--- src/hw/rtl/k_nearest_heap_select_defines.svh ---
// assertion macros for the k-nearest heap select block
`ifndef K_NEAREST_HEAP_SELECT_DEFINES_SVH
`define K_NEAREST_HEAP_SELECT_DEFINES_SVH

// same-cycle implication, clocked on clk_i, off during reset
`define KNHS_ASSERT_IMP(lbl, ante, cons, msg) \
  lbl: assert property (@(posedge clk_i) disable iff (!rst_ni) (ante) |-> (cons)) \
    else $error(msg);

// next-cycle implication
`define KNHS_ASSERT_NXT(lbl, ante, cons, msg) \
  lbl: assert property (@(posedge clk_i) disable iff (!rst_ni) (ante) |=> (cons)) \
    else $error(msg);

`endif

--- src/hw/rtl/knhs_pkg.sv ---
// types and constants shared by the k-nearest heap select block
`default_nettype none
package knhs_pkg;

  localparam int unsigned DIST_W    = 32;
  localparam int unsigned ID_W      = 16;
  localparam int unsigned CNT_OUT_W = 7;
  localparam int unsigned MODE_W    = 2;
  localparam int unsigned CFG_IDX_W = 2;
  localparam int unsigned CFG_DAT_W = 32;

  localparam logic [MODE_W-1:0] MODE_START = 2'd0;
  localparam logic [MODE_W-1:0] MODE_OFFER = 2'd1;
  localparam logic [MODE_W-1:0] MODE_READ  = 2'd2;

  localparam logic [CFG_IDX_W-1:0] CFG_MAX_COUNT    = 2'd0;
  localparam logic [CFG_IDX_W-1:0] CFG_START_RADIUS = 2'd1;

  localparam logic [CNT_OUT_W-1:0] MAX_COUNT_RST    = 7'd64;
  localparam logic [DIST_W-1:0]    START_RADIUS_RST = '1;

  typedef struct packed {
    logic [MODE_W-1:0] mode;
    logic [DIST_W-1:0] cand_dist_sq;
    logic [ID_W-1:0]   cand_id;
  } in_item_t;

  typedef struct packed {
    logic [DIST_W-1:0]    out_dist_sq;
    logic [ID_W-1:0]      out_id;
    logic [CNT_OUT_W-1:0] found_count;
    logic [DIST_W-1:0]    radius_sq;
    logic                 accepted;
    logic                 last;
  } out_item_t;

  typedef enum logic [3:0] {
    OP_NOP,
    OP_LATCH,
    OP_START,
    OP_APPEND,
    OP_BLD_INIT,
    OP_BLD_RD,
    OP_BLD_LD,
    OP_SET_HEAP,
    OP_OFFER_INIT,
    OP_SIFT_RD,
    OP_SIFT_STEP,
    OP_SIFT_FIN,
    OP_SET_RADIUS,
    OP_RO_INIT,
    OP_RO_RD,
    OP_EMIT
  } dp_op_e;

  typedef enum logic [3:0] {
    ST_IDLE,
    ST_DISP,
    ST_BLD_CHK,
    ST_BLD_LD,
    ST_OFR_CMP,
    ST_SIFT_RD,
    ST_SIFT_STEP,
    ST_SET_RAD,
    ST_EMIT,
    ST_RO_RD,
    ST_RO_OUT
  } state_e;

  typedef struct packed {
    dp_op_e op;
    logic   acc;
    logic   entry;
  } dp_cmd_t;

  typedef struct packed {
    logic [MODE_W-1:0] mode;
    logic              le_radius;
    logic              kept_lt_k;
    logic              kept_zero;
    logic              heap_built;
    logic              le_root;
    logic              sift_more;
    logic              sift_stop;
    logic              bld_zero;
    logic              ro_last;
    logic              out_free;
  } dp_stat_t;

endpackage
`default_nettype wire

--- src/hw/rtl/knhs_ctrl.sv ---
// controller: sequences append, heap build, sift-down and readout
`default_nettype none
module knhs_ctrl import knhs_pkg::*; (
  input  wire          clk_i,
  input  wire          rst_ni,
  input  wire          in_valid_i,
  output logic         in_ready_o,
  input  wire dp_stat_t stat_i,
  output dp_cmd_t      cmd_o
);

  state_e state_q, state_d;
  logic   acc_q, acc_d;
  logic   bld_q, bld_d;

  // next state
  always_comb begin
    state_d = state_q;
    acc_d   = acc_q;
    bld_d   = bld_q;
    unique case (state_q)
      ST_IDLE: begin
        if (in_valid_i) begin
          state_d = ST_DISP;
        end
      end
      ST_DISP: begin
        acc_d   = 1'b0;
        state_d = ST_EMIT;
        if (stat_i.mode == MODE_OFFER) begin
          priority if (!stat_i.le_radius) begin
            state_d = ST_EMIT;
          end else if (stat_i.kept_lt_k) begin
            acc_d = 1'b1;
          end else if (stat_i.kept_zero) begin
            state_d = ST_EMIT;
          end else if (!stat_i.heap_built) begin
            state_d = ST_BLD_CHK;
          end else begin
            state_d = ST_OFR_CMP;
          end
        end else if (stat_i.mode == MODE_READ && !stat_i.kept_zero) begin
          state_d = ST_RO_RD;
        end
      end
      ST_BLD_CHK: state_d = stat_i.bld_zero ? ST_OFR_CMP : ST_BLD_LD;
      ST_BLD_LD: begin
        bld_d   = 1'b1;
        state_d = ST_SIFT_RD;
      end
      ST_OFR_CMP: begin
        bld_d   = 1'b0;
        state_d = stat_i.le_root ? ST_SIFT_RD : ST_EMIT;
      end
      ST_SIFT_RD: begin
        if (stat_i.sift_more) begin
          state_d = ST_SIFT_STEP;
        end else begin
          state_d = bld_q ? ST_BLD_CHK : ST_SET_RAD;
        end
      end
      ST_SIFT_STEP: begin
        if (stat_i.sift_stop) begin
          state_d = bld_q ? ST_BLD_CHK : ST_SET_RAD;
        end else begin
          state_d = ST_SIFT_RD;
        end
      end
      ST_SET_RAD: begin
        acc_d   = 1'b1;
        state_d = ST_EMIT;
      end
      ST_EMIT: begin
        if (stat_i.out_free) begin
          state_d = ST_IDLE;
        end
      end
      ST_RO_RD: state_d = ST_RO_OUT;
      ST_RO_OUT: begin
        if (stat_i.out_free) begin
          state_d = stat_i.ro_last ? ST_IDLE : ST_RO_RD;
        end
      end
      default: state_d = ST_IDLE;
    endcase
  end

  // command outputs
  always_comb begin
    cmd_o.op    = OP_NOP;
    cmd_o.acc   = acc_q;
    cmd_o.entry = 1'b0;
    in_ready_o  = 1'b0;
    unique case (state_q)
      ST_IDLE: begin
        in_ready_o = 1'b1;
        if (in_valid_i) begin
          cmd_o.op = OP_LATCH;
        end
      end
      ST_DISP: begin
        if (stat_i.mode == MODE_START) begin
          cmd_o.op = OP_START;
        end else if (stat_i.mode == MODE_OFFER) begin
          priority if (!stat_i.le_radius) begin
            cmd_o.op = OP_NOP;
          end else if (stat_i.kept_lt_k) begin
            cmd_o.op = OP_APPEND;
          end else if (stat_i.kept_zero || stat_i.heap_built) begin
            cmd_o.op = OP_NOP;
          end else begin
            cmd_o.op = OP_BLD_INIT;
          end
        end else if (stat_i.mode == MODE_READ && !stat_i.kept_zero) begin
          cmd_o.op = OP_RO_INIT;
        end
      end
      ST_BLD_CHK:   cmd_o.op = stat_i.bld_zero ? OP_SET_HEAP : OP_BLD_RD;
      ST_BLD_LD:    cmd_o.op = OP_BLD_LD;
      ST_OFR_CMP:   cmd_o.op = stat_i.le_root ? OP_OFFER_INIT : OP_NOP;
      ST_SIFT_RD:   cmd_o.op = stat_i.sift_more ? OP_SIFT_RD : OP_SIFT_FIN;
      ST_SIFT_STEP: cmd_o.op = OP_SIFT_STEP;
      ST_SET_RAD:   cmd_o.op = OP_SET_RADIUS;
      ST_EMIT: begin
        if (stat_i.out_free) begin
          cmd_o.op = OP_EMIT;
        end
      end
      ST_RO_RD: cmd_o.op = OP_RO_RD;
      ST_RO_OUT: begin
        cmd_o.acc   = 1'b0;
        cmd_o.entry = 1'b1;
        if (stat_i.out_free) begin
          cmd_o.op = OP_EMIT;
        end
      end
      default: ;
    endcase
  end

  always_ff @(posedge clk_i or negedge rst_ni) begin
    if (!rst_ni) begin
      state_q <= ST_IDLE;
      acc_q   <= 1'b0;
      bld_q   <= 1'b0;
    end else begin
      state_q <= state_d;
      acc_q   <= acc_d;
      bld_q   <= bld_d;
    end
  end

endmodule
`default_nettype wire

--- config.mk ---
export PLATFORM = sky130hd
export DESIGN_NAME = knhs_ctrl
export DESIGN_NICKNAME = d
export VERILOG_FILES = /design/src/hw/rtl/k_nearest_heap_select_defines.svh /design/src/hw/rtl/knhs_pkg.sv /design/src/hw/rtl/knhs_ctrl.sv
export SDC_FILE = /design/constraint.sdc
export NUM_CORES = 1
export LEC_CHECK = 0
export ABC_CLOCK_PERIOD_IN_PS = 1600
export BUFFER_PORTS_ARGS = -buffer_cell sky130_fd_sc_hd__buf_2
export CORE_MARGIN = 2
export CORE_UTILIZATION = 50
export CTS_CLUSTER_DIAMETER = 50
export DETAILED_ROUTE_END_ITERATION = 8
export HOLD_SLACK_MARGIN = 0.03
export PLACE_DENSITY = 0.9
export SETUP_SLACK_MARGIN = 0.5
export SKIP_CTS_REPAIR_TIMING = 1
export SYNTH_ARGS = -nofsm -noshare
export SYNTH_HDL_FRONTEND = slang
export SYNTH_SLANG_ARGS = --single-unit
--- constraint.sdc ---
create_clock -name clk_i -period 1.6 [get_ports clk_i]
set_input_delay 0.08 -clock clk_i [delete_from_list [all_inputs] [get_ports clk_i]]
set_output_delay 0.08 -clock clk_i [all_outputs]
set_load 0.05 [all_outputs]
==> impl_summary.log <==
[metrics] count of antenna diodes in the layout: 0
[metrics] sum of overflow across all layers after global routing: 0
[metrics] footprint of the flip-flops and latches: 154 um2
[metrics] warning count from the yosys run: 0
[metrics] cell type contributing the most total cell area after synthesis: sky130_fd_sc_hd__dfrtp_1
[metrics] Final period util: 1.08
[metrics] average vias per placed instance: 6.60
[metrics] setup total negative slack: -0.439 ns
[metrics] Max Slew Vio Count: 0
[metrics] leakage power: 0.531 nW
[metrics] clock tree from TritonCTS: built
[metrics] critical path data required time: 1.52 ns
[metrics] run status: complete, but fails checks
[metrics] source-to-sink clock delay at the later pin of the worst-skew pair: 0.25 ns
[metrics] mean routed wirelength per cell: 21.2 um
[metrics] number of distinct library cell variants in the gate-level netlist after synthesis: 39
[metrics] Post-route DRC: 0
[metrics] Inst Count DP: 134
[metrics] area share of fa/ha/maj cells after synthesis: 0
[metrics] number of cells produced by synthesis: 91
[metrics] number of nets with antenna violations after routing: 0
[metrics] Worst Slack Setup Final: -0.135 ns
[metrics] worst supply voltage drop on vdd: 1.62 mV
[metrics] post-synthesis area per instance: 8.13 um2
[metrics] GPL Wtd Cong: 0.979
[metrics] Clock Sink Count: 6
[metrics] Max-Cap Viols: 0
[metrics] deepest level of the CTS H-tree: 1
[metrics] num rows: 13
[metrics] starting DRC count in detailed routing: 63
[metrics] layout filler cell count: 53
[metrics] post-synth top area share: 0.203
[metrics] sum of internal, switching and leakage power: 2.58 mW
[metrics] CTS clock-pin slew for the worst setup and hold paths: 0.05 ns
[metrics] highest clock frequency the design can meet: 0.576 GHz
[metrics] maximum number of pins on one net before global-route repair: 15
[metrics] first-pass GRT wire length: 3.38 mm
[metrics] synth top area cells: sky130_fd_sc_hd__dfrtp_1 20%, sky130_fd_sc_hd__clkbuf_8 5.6%, sky130_fd_sc_hd__a21oi_1 4.7%, sky130_fd_sc_hd__buf_6 4.6%, sky130_fd_sc_hd__o21ai_0 4.1%
[metrics] RSZ-0062 raised after global routing: true
[metrics] fraction of synthesis flops using an asynchronous set or reset pin: 1.00
[metrics] sequential share of the synthesized area: 0.203
[metrics] kind of launch point of the worst setup path: register
[metrics] core area: 0.00133 mm2
[metrics] type of the most critical hold path: input pin to register
[metrics] total wirelength of the detailed-routed design: 3.21 mm
[metrics] final number of setup-violating endpoints: 7
[metrics] DIE WIDTH: 42.5 um
[metrics] total count of hold-check failures in the final report: 0
[metrics] main combinational cell family by area after synthesis: simple AND/OR/NAND/NOR gates
[metrics] synthesized-area fraction occupied by and/or/nand/nor cells: 0.376
[metrics] nets in the synthesized netlist: 106
[metrics] number of nets in the layout: 153
[metrics] Global Route Usage Sum: 0.243
[metrics] Root Driver: sky130_fd_sc_hd__clkbuf_4
[metrics] slowest stage delay, CP: 0.43 ns
[metrics] fraction of the core area covered by cells at the end of the flow: 0.927
[metrics] power density normalized to cell area: 2090 mW/mm2
[metrics] HPWL Detailed: 1.67 mm
[metrics] Syn-to-layout area delta: 67.2%
[metrics] slowest cell on the critical path: sky130_fd_sc_hd__dfrtp_1
[metrics] crit path DAT: 1.65 ns
[metrics] IO Port Bufs: 21
[metrics] minimum clock period: 1.73 ns
[metrics] layout cell share with drive strength beyond 1: 0.596
[metrics] list of cells traversed by the critical path: nand2b_4 > nor3b_2 > o21ai_4 > o211ai_1 > buf_4
[metrics] Crit Path Max Fanout: 4
[metrics] most numerous cell types in the synthesized netlist: 8 x sky130_fd_sc_hd__nand2_1, 8 x sky130_fd_sc_hd__nor2_1, 7 x sky130_fd_sc_hd__a21oi_1
[metrics] worst slew margin relative to its limit: 0.673
[metrics] Post-synth EDFFs: 0
[metrics] number of synthesized register bits: 6
[metrics] crit path capture type: primary output
[metrics] Pre-Repair DR Iteration Count: 4
[metrics] Compound-Gate Fraction of Synth Area: 0.284
[metrics] io pins: 22
[metrics] antenna violations before repair: 0
[metrics] most common flop cell mapped by yosys: sky130_fd_sc_hd__dfrtp_1
[metrics] initial cell density of the core: 0.554
[metrics] summed instance area of the synthesized netlist: 739 um2
[metrics] area of the multi-input gates: 634 um2
[metrics] Die Y: 42.5 um
[metrics] proportion of synthesized area in mux cells: 0.0152
[metrics] post-synthesis xor/xnor area fraction: 0
[metrics] total number of vias: 997
[metrics] Max clock buf depth: 2
[metrics] count of placed standard cells in the final layout, fillers left out: 151
[metrics] vias in the first global route: 771
[metrics] largest clock skew in the final design: 0.00150 ns
[metrics] die area: 0.00180 mm2
[metrics] measured slew at the worst slew-check pin: 0.486 ns
[metrics] Num CTS Buffers: 3
[metrics] Worst Hold Margin: 0.122 ns
[metrics] type of the worst setup path: register to primary output
[metrics] violated checks: negative setup slack
==> cell families after synthesis <==
logic type	count (synthesis)
buffers and inverters	9
AOI/OAI and AO/OA	30
muxes	1
DFF	6
and+or+nand+nor	45
==> worst paths after layout <==
kind | startpoint | endpoint | slack (ns) | cells after the start
min reg2reg | state_q[2] | bld_q | 0.64 | 1
min in group asynchronous | rst_ni | bld_q | 0.20 | 2
max | state_q[1] | cmd_o[2] | -0.13 | 5
max in group asynchronous | rst_ni | state_q[3] | 1.25 | 2
min | stat_i[6] | state_q[2] | 0.12 | 2
max reg2reg | state_q[1] | state_q[0] | 0.01 | 5
==> placed cells by master, fill, tap and decap left out, types with 2 or more instances in the layout <==
cell type	instances
sky130_fd_sc_hd__o211ai_1	3
sky130_fd_sc_hd__nand3b_1	3
sky130_fd_sc_hd__nand2b_1	3
sky130_fd_sc_hd__dfrtp_2	3
sky130_fd_sc_hd__o21ai_0	3
sky130_fd_sc_hd__buf_2	14
sky130_fd_sc_hd__o21ai_2	2
sky130_fd_sc_hd__nand2_1	8
sky130_fd_sc_hd__buf_6	16
sky130_fd_sc_hd__nor3_4	2
sky130_fd_sc_hd__a21oi_1	6
sky130_fd_sc_hd__buf_4	18
sky130_fd_sc_hd__nor3b_1	2
sky130_fd_sc_hd__or2b_2	2
sky130_fd_sc_hd__o21ai_1	2
sky130_fd_sc_hd__nor2_1	6
sky130_fd_sc_hd__nor3_1	2
sky130_fd_sc_hd__nor2_4	3
sky130_fd_sc_hd__dfrtp_1	3
sky130_fd_sc_hd__nand3_4	2
sky130_fd_sc_hd__clkbuf_4	3
==> routing by layer <==
layer | routed length [um] | global-route usage | vias to the layer above
li1 | - | - | 435
met1 | 1210 | 0.294 | 481
met2 | 1650 | 0.422 | 69
met3 | 277 | 0.0603 | 12
met4 | 68 | 0.0688 | 0
met5 | 0 | 0 | -
==> stage by stage <==
stage          worst slack (ns)  area [um2]
6_report                 -0.135        1240
5_1_grt                  -0.186        1240
4_1_cts                  -0.291         962
3_5_place_dp            -0.0190         940
3_3_place_gp             0.0166         940
2_1_floorplan            -0.116         797
==> final cells by class <==
class,count,share of cell area
clock buffer,3,0.0182
inverter,2,0.00911
tap,15,0.0152
multi-input combinational,76,0.513
timing repair buffer,49,0.320
sequential,6,0.124
==> flip-flops by register name (all words and copies together), names as in the netlist <==
| signal | count |
|---|---|
| state_q | 4 |
| acc_q | 1 |
| bld_q | 1 |
==> power breakdown <==
part | internal (mW) | switching (mW)
logic | 0.910 | 1.19
registers | 0.224 | 0.121
clock network | 0.0850 | 0.0573
==> critical path: cells and delay by family, from the launching register on <==
family | cells | cell delay [ns]
compound gates | 2 | 0.26
buf+inv | 1 | 0.23
flops | 1 | 0.43
simple gates | 2 | 0.49
(Power assumes the default switching activity.)
