--- config.mk ---
export PLATFORM = sky130hd
export DESIGN_NAME = knhs_dp
export DESIGN_NICKNAME = d
export VERILOG_FILES = /design/src/hw/rtl/k_nearest_heap_select_defines.svh /design/src/hw/rtl/knhs_pkg.sv /design/src/hw/rtl/knhs_dp.sv
export SDC_FILE = /design/constraint.sdc
export NUM_CORES = 2
export LEC_CHECK = 0
export BUFFER_PORTS_ARGS = -buffer_cell sky130_fd_sc_hd__buf_2
export CORE_MARGIN = 10
export CORE_UTILIZATION = 57
export DETAILED_ROUTE_END_ITERATION = 8
export GPL_ROUTABILITY_DRIVEN = 0
export MAX_ROUTING_LAYER = met4
export PLACE_DENSITY = 0.76
export SYNTH_ARGS = -nofsm -noshare
export SYNTH_HDL_FRONTEND = slang
export SYNTH_SLANG_ARGS = --single-unit
--- constraint.sdc ---
create_clock -name clk_i -period 7.1 [get_ports clk_i]
set_clock_uncertainty 0.2 [all_clocks]
set_input_delay 2.13 -clock clk_i [delete_from_list [all_inputs] [get_ports clk_i]]
set_output_delay 2.13 -clock clk_i [all_outputs]
set_load 0.05 [all_outputs]
--- src/hw/rtl/k_nearest_heap_select_defines.svh ---
// assertion macros for the k-nearest heap select block
`ifndef K_NEAREST_HEAP_SELECT_DEFINES_SVH
`define K_NEAREST_HEAP_SELECT_DEFINES_SVH

// same-cycle implication, clocked on clk_i, off during reset
`define KNHS_ASSERT_IMP(lbl, ante, cons, msg) \
  lbl: assert property (@(posedge clk_i) disable iff (!rst_ni) (ante) |-> (cons)) \
    else $error(msg);

// next-cycle implication
`define KNHS_ASSERT_NXT(lbl, ante, cons, msg) \
  lbl: assert property (@(posedge clk_i) disable iff (!rst_ni) (ante) |=> (cons)) \
    else $error(msg);

`endif

--- src/hw/rtl/knhs_pkg.sv ---
// types and constants shared by the k-nearest heap select block
`default_nettype none
package knhs_pkg;

  localparam int unsigned DIST_W    = 32;
  localparam int unsigned ID_W      = 16;
  localparam int unsigned CNT_OUT_W = 7;
  localparam int unsigned MODE_W    = 2;
  localparam int unsigned CFG_IDX_W = 2;
  localparam int unsigned CFG_DAT_W = 32;

  localparam logic [MODE_W-1:0] MODE_START = 2'd0;
  localparam logic [MODE_W-1:0] MODE_OFFER = 2'd1;
  localparam logic [MODE_W-1:0] MODE_READ  = 2'd2;

  localparam logic [CFG_IDX_W-1:0] CFG_MAX_COUNT    = 2'd0;
  localparam logic [CFG_IDX_W-1:0] CFG_START_RADIUS = 2'd1;

  localparam logic [CNT_OUT_W-1:0] MAX_COUNT_RST    = 7'd64;
  localparam logic [DIST_W-1:0]    START_RADIUS_RST = '1;

  typedef struct packed {
    logic [MODE_W-1:0] mode;
    logic [DIST_W-1:0] cand_dist_sq;
    logic [ID_W-1:0]   cand_id;
  } in_item_t;

  typedef struct packed {
    logic [DIST_W-1:0]    out_dist_sq;
    logic [ID_W-1:0]      out_id;
    logic [CNT_OUT_W-1:0] found_count;
    logic [DIST_W-1:0]    radius_sq;
    logic                 accepted;
    logic                 last;
  } out_item_t;

  typedef enum logic [3:0] {
    OP_NOP,
    OP_LATCH,
    OP_START,
    OP_APPEND,
    OP_BLD_INIT,
    OP_BLD_RD,
    OP_BLD_LD,
    OP_SET_HEAP,
    OP_OFFER_INIT,
    OP_SIFT_RD,
    OP_SIFT_STEP,
    OP_SIFT_FIN,
    OP_SET_RADIUS,
    OP_RO_INIT,
    OP_RO_RD,
    OP_EMIT
  } dp_op_e;

  typedef enum logic [3:0] {
    ST_IDLE,
    ST_DISP,
    ST_BLD_CHK,
    ST_BLD_LD,
    ST_OFR_CMP,
    ST_SIFT_RD,
    ST_SIFT_STEP,
    ST_SET_RAD,
    ST_EMIT,
    ST_RO_RD,
    ST_RO_OUT
  } state_e;

  typedef struct packed {
    dp_op_e op;
    logic   acc;
    logic   entry;
  } dp_cmd_t;

  typedef struct packed {
    logic [MODE_W-1:0] mode;
    logic              le_radius;
    logic              kept_lt_k;
    logic              kept_zero;
    logic              heap_built;
    logic              le_root;
    logic              sift_more;
    logic              sift_stop;
    logic              bld_zero;
    logic              ro_last;
    logic              out_free;
  } dp_stat_t;

endpackage
`default_nettype wire

--- src/hw/rtl/knhs_dp.sv ---
// datapath: entry memories, heap sift unit, config and output registers
`default_nettype none
module knhs_dp import knhs_pkg::*; #(
  parameter int unsigned K_MAX = 64
) (
  input  wire                  clk_i,
  input  wire                  rst_ni,
  input  wire                  cfg_valid_i,
  input  wire [CFG_IDX_W-1:0]  cfg_idx_i,
  input  wire [CFG_DAT_W-1:0]  cfg_data_i,
  input  wire in_item_t        in_item_i,
  input  wire                  out_ready_i,
  output logic                 out_valid_o,
  output out_item_t            out_item_o,
  input  wire dp_cmd_t         cmd_i,
  output dp_stat_t             stat_o
);

  localparam int unsigned AW    = (K_MAX > 1) ? $clog2(K_MAX) : 1;
  localparam int unsigned DEPTH = 1 << AW;
  localparam int unsigned CW    = $clog2(K_MAX + 1);
  localparam int unsigned PW    = AW + 2;

  logic [DIST_W-1:0] dist_mem [DEPTH];
  logic [ID_W-1:0]   id_mem   [DEPTH];

  logic [CNT_OUT_W-1:0] maxc_q;
  logic [DIST_W-1:0]    srad_q, radius_q, root_q;
  logic [CW-1:0]        kept_q, effk;
  logic                 heap_q;
  in_item_t             in_q;
  logic [AW-1:0]        pos_q, bi_q, ri_q;
  logic [DIST_W-1:0]    sd_q;
  logic [ID_W-1:0]      sid_q;
  logic                 stop_eq_q;
  logic [DIST_W-1:0]    rda_dist_q, rdb_dist_q;
  logic [ID_W-1:0]      rda_id_q, rdb_id_q;
  out_item_t            out_q;
  logic                 out_vld_q;

  logic [PW-1:0]     c1, c2, n_ext;
  logic              c2_ok, pick_b, stop, out_free;
  logic [DIST_W-1:0] dc;
  logic [ID_W-1:0]   idc;
  logic              we, rd_en;
  logic [AW-1:0]     wa, ra, rb;
  logic [DIST_W-1:0] wdist;
  logic [ID_W-1:0]   wid;

  // effective k: zero counts as one, clipped to K_MAX
  always_comb begin
    if (maxc_q == '0) begin
      effk = CW'(1);
    end else if (maxc_q > CNT_OUT_W'(K_MAX)) begin
      effk = CW'(K_MAX);
    end else begin
      effk = CW'(maxc_q);
    end
  end

  assign n_ext  = PW'(kept_q);
  assign c1     = PW'({pos_q, 1'b1});
  assign c2     = c1 + PW'(1);
  assign c2_ok  = c2 < n_ext;
  assign pick_b = c2_ok && (rda_dist_q < rdb_dist_q);
  assign dc     = pick_b ? rdb_dist_q : rda_dist_q;
  assign idc    = pick_b ? rdb_id_q : rda_id_q;
  assign stop   = stop_eq_q ? (sd_q >= dc) : (sd_q > dc);
  assign out_free = !out_vld_q || out_ready_i;

  always_comb begin
    stat_o.mode       = in_q.mode;
    stat_o.le_radius  = in_q.cand_dist_sq <= radius_q;
    stat_o.kept_lt_k  = kept_q < effk;
    stat_o.kept_zero  = kept_q == '0;
    stat_o.heap_built = heap_q;
    stat_o.le_root    = in_q.cand_dist_sq <= root_q;
    stat_o.sift_more  = c1 < n_ext;
    stat_o.sift_stop  = stop;
    stat_o.bld_zero   = bi_q == '0;
    stat_o.ro_last    = (CW'(ri_q) + CW'(1)) == kept_q;
    stat_o.out_free   = out_free;
  end

  // memory port selection
  always_comb begin
    we    = 1'b0;
    wa    = pos_q;
    wdist = sd_q;
    wid   = sid_q;
    rd_en = 1'b0;
    ra    = c1[AW-1:0];
    rb    = c2[AW-1:0];
    unique case (cmd_i.op)
      OP_APPEND: begin
        we    = 1'b1;
        wa    = AW'(kept_q);
        wdist = in_q.cand_dist_sq;
        wid   = in_q.cand_id;
      end
      OP_SIFT_STEP: begin
        we = 1'b1;
        if (!stop) begin
          wdist = dc;
          wid   = idc;
        end
      end
      OP_SIFT_FIN: we = 1'b1;
      OP_SIFT_RD:  rd_en = 1'b1;
      OP_BLD_RD: begin
        rd_en = 1'b1;
        ra    = bi_q - AW'(1);
      end
      OP_RO_RD: begin
        rd_en = 1'b1;
        ra    = ri_q;
      end
      default: ;
    endcase
  end

  always_ff @(posedge clk_i) begin
    if (we) begin
      dist_mem[wa] <= wdist;
      id_mem[wa]   <= wid;
    end
    if (rd_en) begin
      rda_dist_q <= dist_mem[ra];
      rda_id_q   <= id_mem[ra];
      rdb_dist_q <= dist_mem[rb];
      rdb_id_q   <= id_mem[rb];
    end
    // root mirror of entry zero
    if (we && wa == '0) begin
      root_q <= wdist;
    end
  end

  // sift and index registers, latched item, output item register
  always_ff @(posedge clk_i) begin
    unique case (cmd_i.op)
      OP_LATCH:    in_q <= in_item_i;
      OP_BLD_INIT: bi_q <= AW'(kept_q >> 1);
      OP_BLD_RD:   bi_q <= bi_q - AW'(1);
      OP_BLD_LD: begin
        sd_q      <= rda_dist_q;
        sid_q     <= rda_id_q;
        pos_q     <= bi_q;
        stop_eq_q <= 1'b1;
      end
      OP_OFFER_INIT: begin
        sd_q      <= in_q.cand_dist_sq;
        sid_q     <= in_q.cand_id;
        pos_q     <= '0;
        stop_eq_q <= 1'b0;
      end
      OP_SIFT_STEP: begin
        if (!stop) begin
          pos_q <= pick_b ? c2[AW-1:0] : c1[AW-1:0];
        end
      end
      OP_RO_INIT: ri_q <= '0;
      OP_EMIT: begin
        if (cmd_i.entry) begin
          ri_q <= ri_q + AW'(1);
        end
      end
      default: ;
    endcase
    if (cmd_i.op == OP_EMIT) begin
      out_q.out_dist_sq <= cmd_i.entry ? rda_dist_q : '0;
      out_q.out_id      <= cmd_i.entry ? rda_id_q : '0;
      out_q.found_count <= CNT_OUT_W'(kept_q);
      out_q.radius_sq   <= radius_q;
      out_q.accepted    <= cmd_i.acc;
      out_q.last        <= cmd_i.entry ? stat_o.ro_last : 1'b1;
    end
  end

  always_ff @(posedge clk_i or negedge rst_ni) begin
    if (!rst_ni) begin
      maxc_q    <= MAX_COUNT_RST;
      srad_q    <= START_RADIUS_RST;
      radius_q  <= START_RADIUS_RST;
      kept_q    <= '0;
      heap_q    <= 1'b0;
      out_vld_q <= 1'b0;
    end else begin
      if (cfg_valid_i) begin
        if (cfg_idx_i == CFG_MAX_COUNT) begin
          maxc_q <= cfg_data_i[CNT_OUT_W-1:0];
        end else if (cfg_idx_i == CFG_START_RADIUS) begin
          srad_q <= cfg_data_i[DIST_W-1:0];
        end
      end
      unique case (cmd_i.op)
        OP_START: begin
          kept_q   <= '0;
          heap_q   <= 1'b0;
          radius_q <= srad_q;
        end
        OP_APPEND: begin
          kept_q <= kept_q + CW'(1);
          heap_q <= 1'b0;
        end
        OP_SET_HEAP:   heap_q <= 1'b1;
        OP_SET_RADIUS: radius_q <= root_q;
        default: ;
      endcase
      if (cmd_i.op == OP_EMIT) begin
        out_vld_q <= 1'b1;
      end else if (out_ready_i) begin
        out_vld_q <= 1'b0;
      end
    end
  end

  assign out_valid_o = out_vld_q;
  assign out_item_o  = out_q;

endmodule
`default_nettype wire

==> reports/qor.txt <==
status: finished with violations
violated checks: setup timing
Via density: 7.62
Yosys cell types: 70
CP Capture Type: primary output
DR WL/cell: 42.8 um
RSZ-0062 raised after global routing: yes
R2R Setup Slk: 0.50 ns
CTS tree: built
syn avg cell area: 21.0 sq um
clk buf depth: 4
TritonCTS sink count: 3486
register area: 104000 sq um
Core Rows: 186
grt ovf: 0
CP Max Fanout: 6
Tot GR Track Use: 35.2%
initial core utilization: 57.4%
port bufs: 195
PD cells: 270 nW/um^2
post-layout min period: 7.79 ns
post-synthesis sequential element count: 3486
hold-fix buffers at CTS: 0
Synth async-reset ratio: 2.29%
Syn Std Cell Area: 148000 sq um
worst skew pair latency: 0.98 ns
first-pass GRT wire length: 670 mm
Num CTS Buffers: 350
period utilisation layout: 110%
vias in the first global route: 84511
Die Y: 529 um
Routed WL: 482 mm
Mapped Nets: 7270
PnR worst setup slack: -0.686 ns
HP Class: reg2reg
layout cells sized above 1: 34.5%
final core occ: 65.4%
drt first pass iters: 9
vias: 85842
Slew headroom: 20.4%
Post-Synthesis Cells: 7026
DIE AREA: 280000 sq um
achievable frequency: 128 MHz
multi-input logic area: 41900 sq um
violation count after the first detailed-routing iteration: 15591
Remaining DRCs: 0
Die X-Extent: 529 um
maximum vdd drop: 0.266 mV
final net count: 7841
worst reg-to-reg path cell count: 25
worst path required time: 4.77 ns
Core ar.: 257000 sq um
Area Growth Syn to Fin: 13.9%
Crit Reg-Reg Endpoint: id_mem[7][11]
max cap viols: 0
max-slew violation count: 0
P_leak: 54.6 nW
Post-DP HPWL: 260 mm
Reg clk slew, reported paths: 0.06 ns
Post-synth top flop: edfxtp_1
crit path DAT: 5.46 ns
commonest cells after routing, fill and taps aside: edfxtp_1 (3406), mux4_2 (1248), clkbuf_16 (358), buf_4 (336), nand2_1 (284)
hold endpoint: radius_q[25]
Post-synth EDFFs: 3406
sequential-to-total area share from yosys stat: 70.6%
initial antenna violation count: 22
commonest non-fill, non-tap cell in the layout: edfxtp_1
H-tree Lvls: 5
# fillers: 15810
startpoint types: register
worst hold path depth: 2
hold wc startpoint: radius_q[25]
Final Setup Violations: 1
root buffer cell: clkbuf_16
Ys Warns: 0
Routed Antenna Nets: 0
Top Ports: 196
Fin. Hold Viols: 0
total power: 45.5 mW
critical path startpoint: rda_dist_q[13]
crit path kind: reg2out
Slew @ Worst Pin: 1.19 ns
largest net degree at the start of global routing: 107
Worst R2R Start: rda_dist_q[13]
-- worst max-delay path by stage --
| stage | cells past startpoint | endpoint | slack, ns |
|---|---|---|---|
| after floorplan | 9 | dist_mem[62][0] | -0.75 |
| after global placement | 18 | stat_o[3] | 0.05 |
| after detailed placement | 18 | stat_o[3] | 0.02 |
| after CTS | 22 | stat_o[3] | -0.60 |
| after global routing | 18 | stat_o[3] | -0.83 |
| final | 19 | stat_o[3] | -0.69 |
-- timing repair --
action	in CTS	in global routing
pin swaps	20	23
setup buffers	14	11
setup endpoints to repair	1	1
gates cloned	3	0
resized for setup	40	22
-- cell usage after synthesis (7+ instances only) --
cell	n	area, sq um
o221ai_1	46	403
buf_2	110	551
dfstp_2	65	1710
nor2b_1	9	56.3
o21ai_0	68	340
nand3_1	75	375
o22a_1	46	403
inv_1	114	428
mux2_2	88	991
ha_1	150	1880
clkbuf_1	263	987
nor2_1	111	417
a22o_1	185	1620
nor3_1	18	90.1
and2_1	52	325
a21oi_1	53	265
a21o_1	28	210
dfrtp_1	15	375
a22oi_1	12	90.1
edfxtp_1	3406	102000
nand2b_1	8	50.1
buf_1	48	180
buf_4	14	105
a221oi_1	175	1530
mux2i_1	88	881
mux4_2	1248	28100
and4_1	7	61.3
o211ai_1	54	405
a221oi_2	13	195
nand2_1	289	1080
buf_6	24	270
nand4_1	29	181
o21a_1	15	113
xnor2_1	12	105
-- per-layer routing --
metal,part of all wire (%),vias up,global-route usage [%]
met3,18,1809,14.1
met2,44,8770,49.5
met5,0,-,-
met1,32,43812,44.5
met4,6.4,0,17.6
li1,-,31451,-
-- stage by stage --
| step | cells | hold WS, ns | area (sq um) | setup WS, ns | TNS (ns) |
|---|---|---|---|---|---|
| after floorplan | 7026 | 0.251 | 148000 | -0.748 | -152.45 |
| after global placement | 10603 | 0.274 | 157000 | 0.0465 | 0 |
| after detailed placement | 10603 | 0.280 | 157000 | 0.0186 | 0 |
| after CTS | 11230 | 0.288 | 168000 | -0.597 | -0.597 |
| after global routing | 11260 | 0.306 | 168000 | -0.830 | -0.830 |
| final | 11270 | 0.290 | 168000 | -0.686 | -0.686 |
-- area by class of cell --
type	count	share of cell area (%)
sequential	3486	62.0
multi-input combinational	2965	24.9
clock buffer	420	5.46
timing repair buffer	678	3.85
tap	3384	2.52
clock inverter	190	1.00
inverter	116	0.261
antenna	31	0.0461
-- worst max-delay path, stage by stage, from the launching register on --
cell and delay [ns]:
edfxtp_1 0.40, ha_1 0.33, a21o_1 0.19, a21o_1 0.17, a21oi_2 0.16, o211ai_1 0.22
a2111oi_4 0.62, o21ai_4 0.09, buf_12 0.16, bufbuf_16 0.27, buf_4 0.15, mux2i_2 0.15
ha_1 0.30, nand4_1 0.20, nor4_2 0.28, nor2_1 0.10, o211ai_1 0.16, nor4b_4 0.10
nor2_4 0.22, buf_8 0.18
-- power breakdown --
group	internal (mW)	switching (mW)	total, mW
Sequential	23.0	0.161	23.2
Clock	10.2	7.83	18.0
Combinational	1.68	2.61	4.29
-- kinds of logic after synthesis --
family	share of synthesized area (%)
flip-flops	70.6
XOR/XNOR	0.101
multiplexers	20.3
AND/OR/NAND/NOR	1.98
buffers and inverters	1.71
AO/OA/AOI/OAI	4.03
adder cells (fa/ha/maj)	1.27
-- sequential cells by signal (all words and copies together), names as in the netlist, 32 cells and up --
register / flops
rda_dist_q: 32
out_item_o: 89
in_q: 48
id_mem: 1024
sd_q: 32
srad_q: 32
rdb_dist_q: 32
dist_mem: 2048
root_q: 32
radius_q: 32
Note: power is estimated with default switching activity, not from simulation.
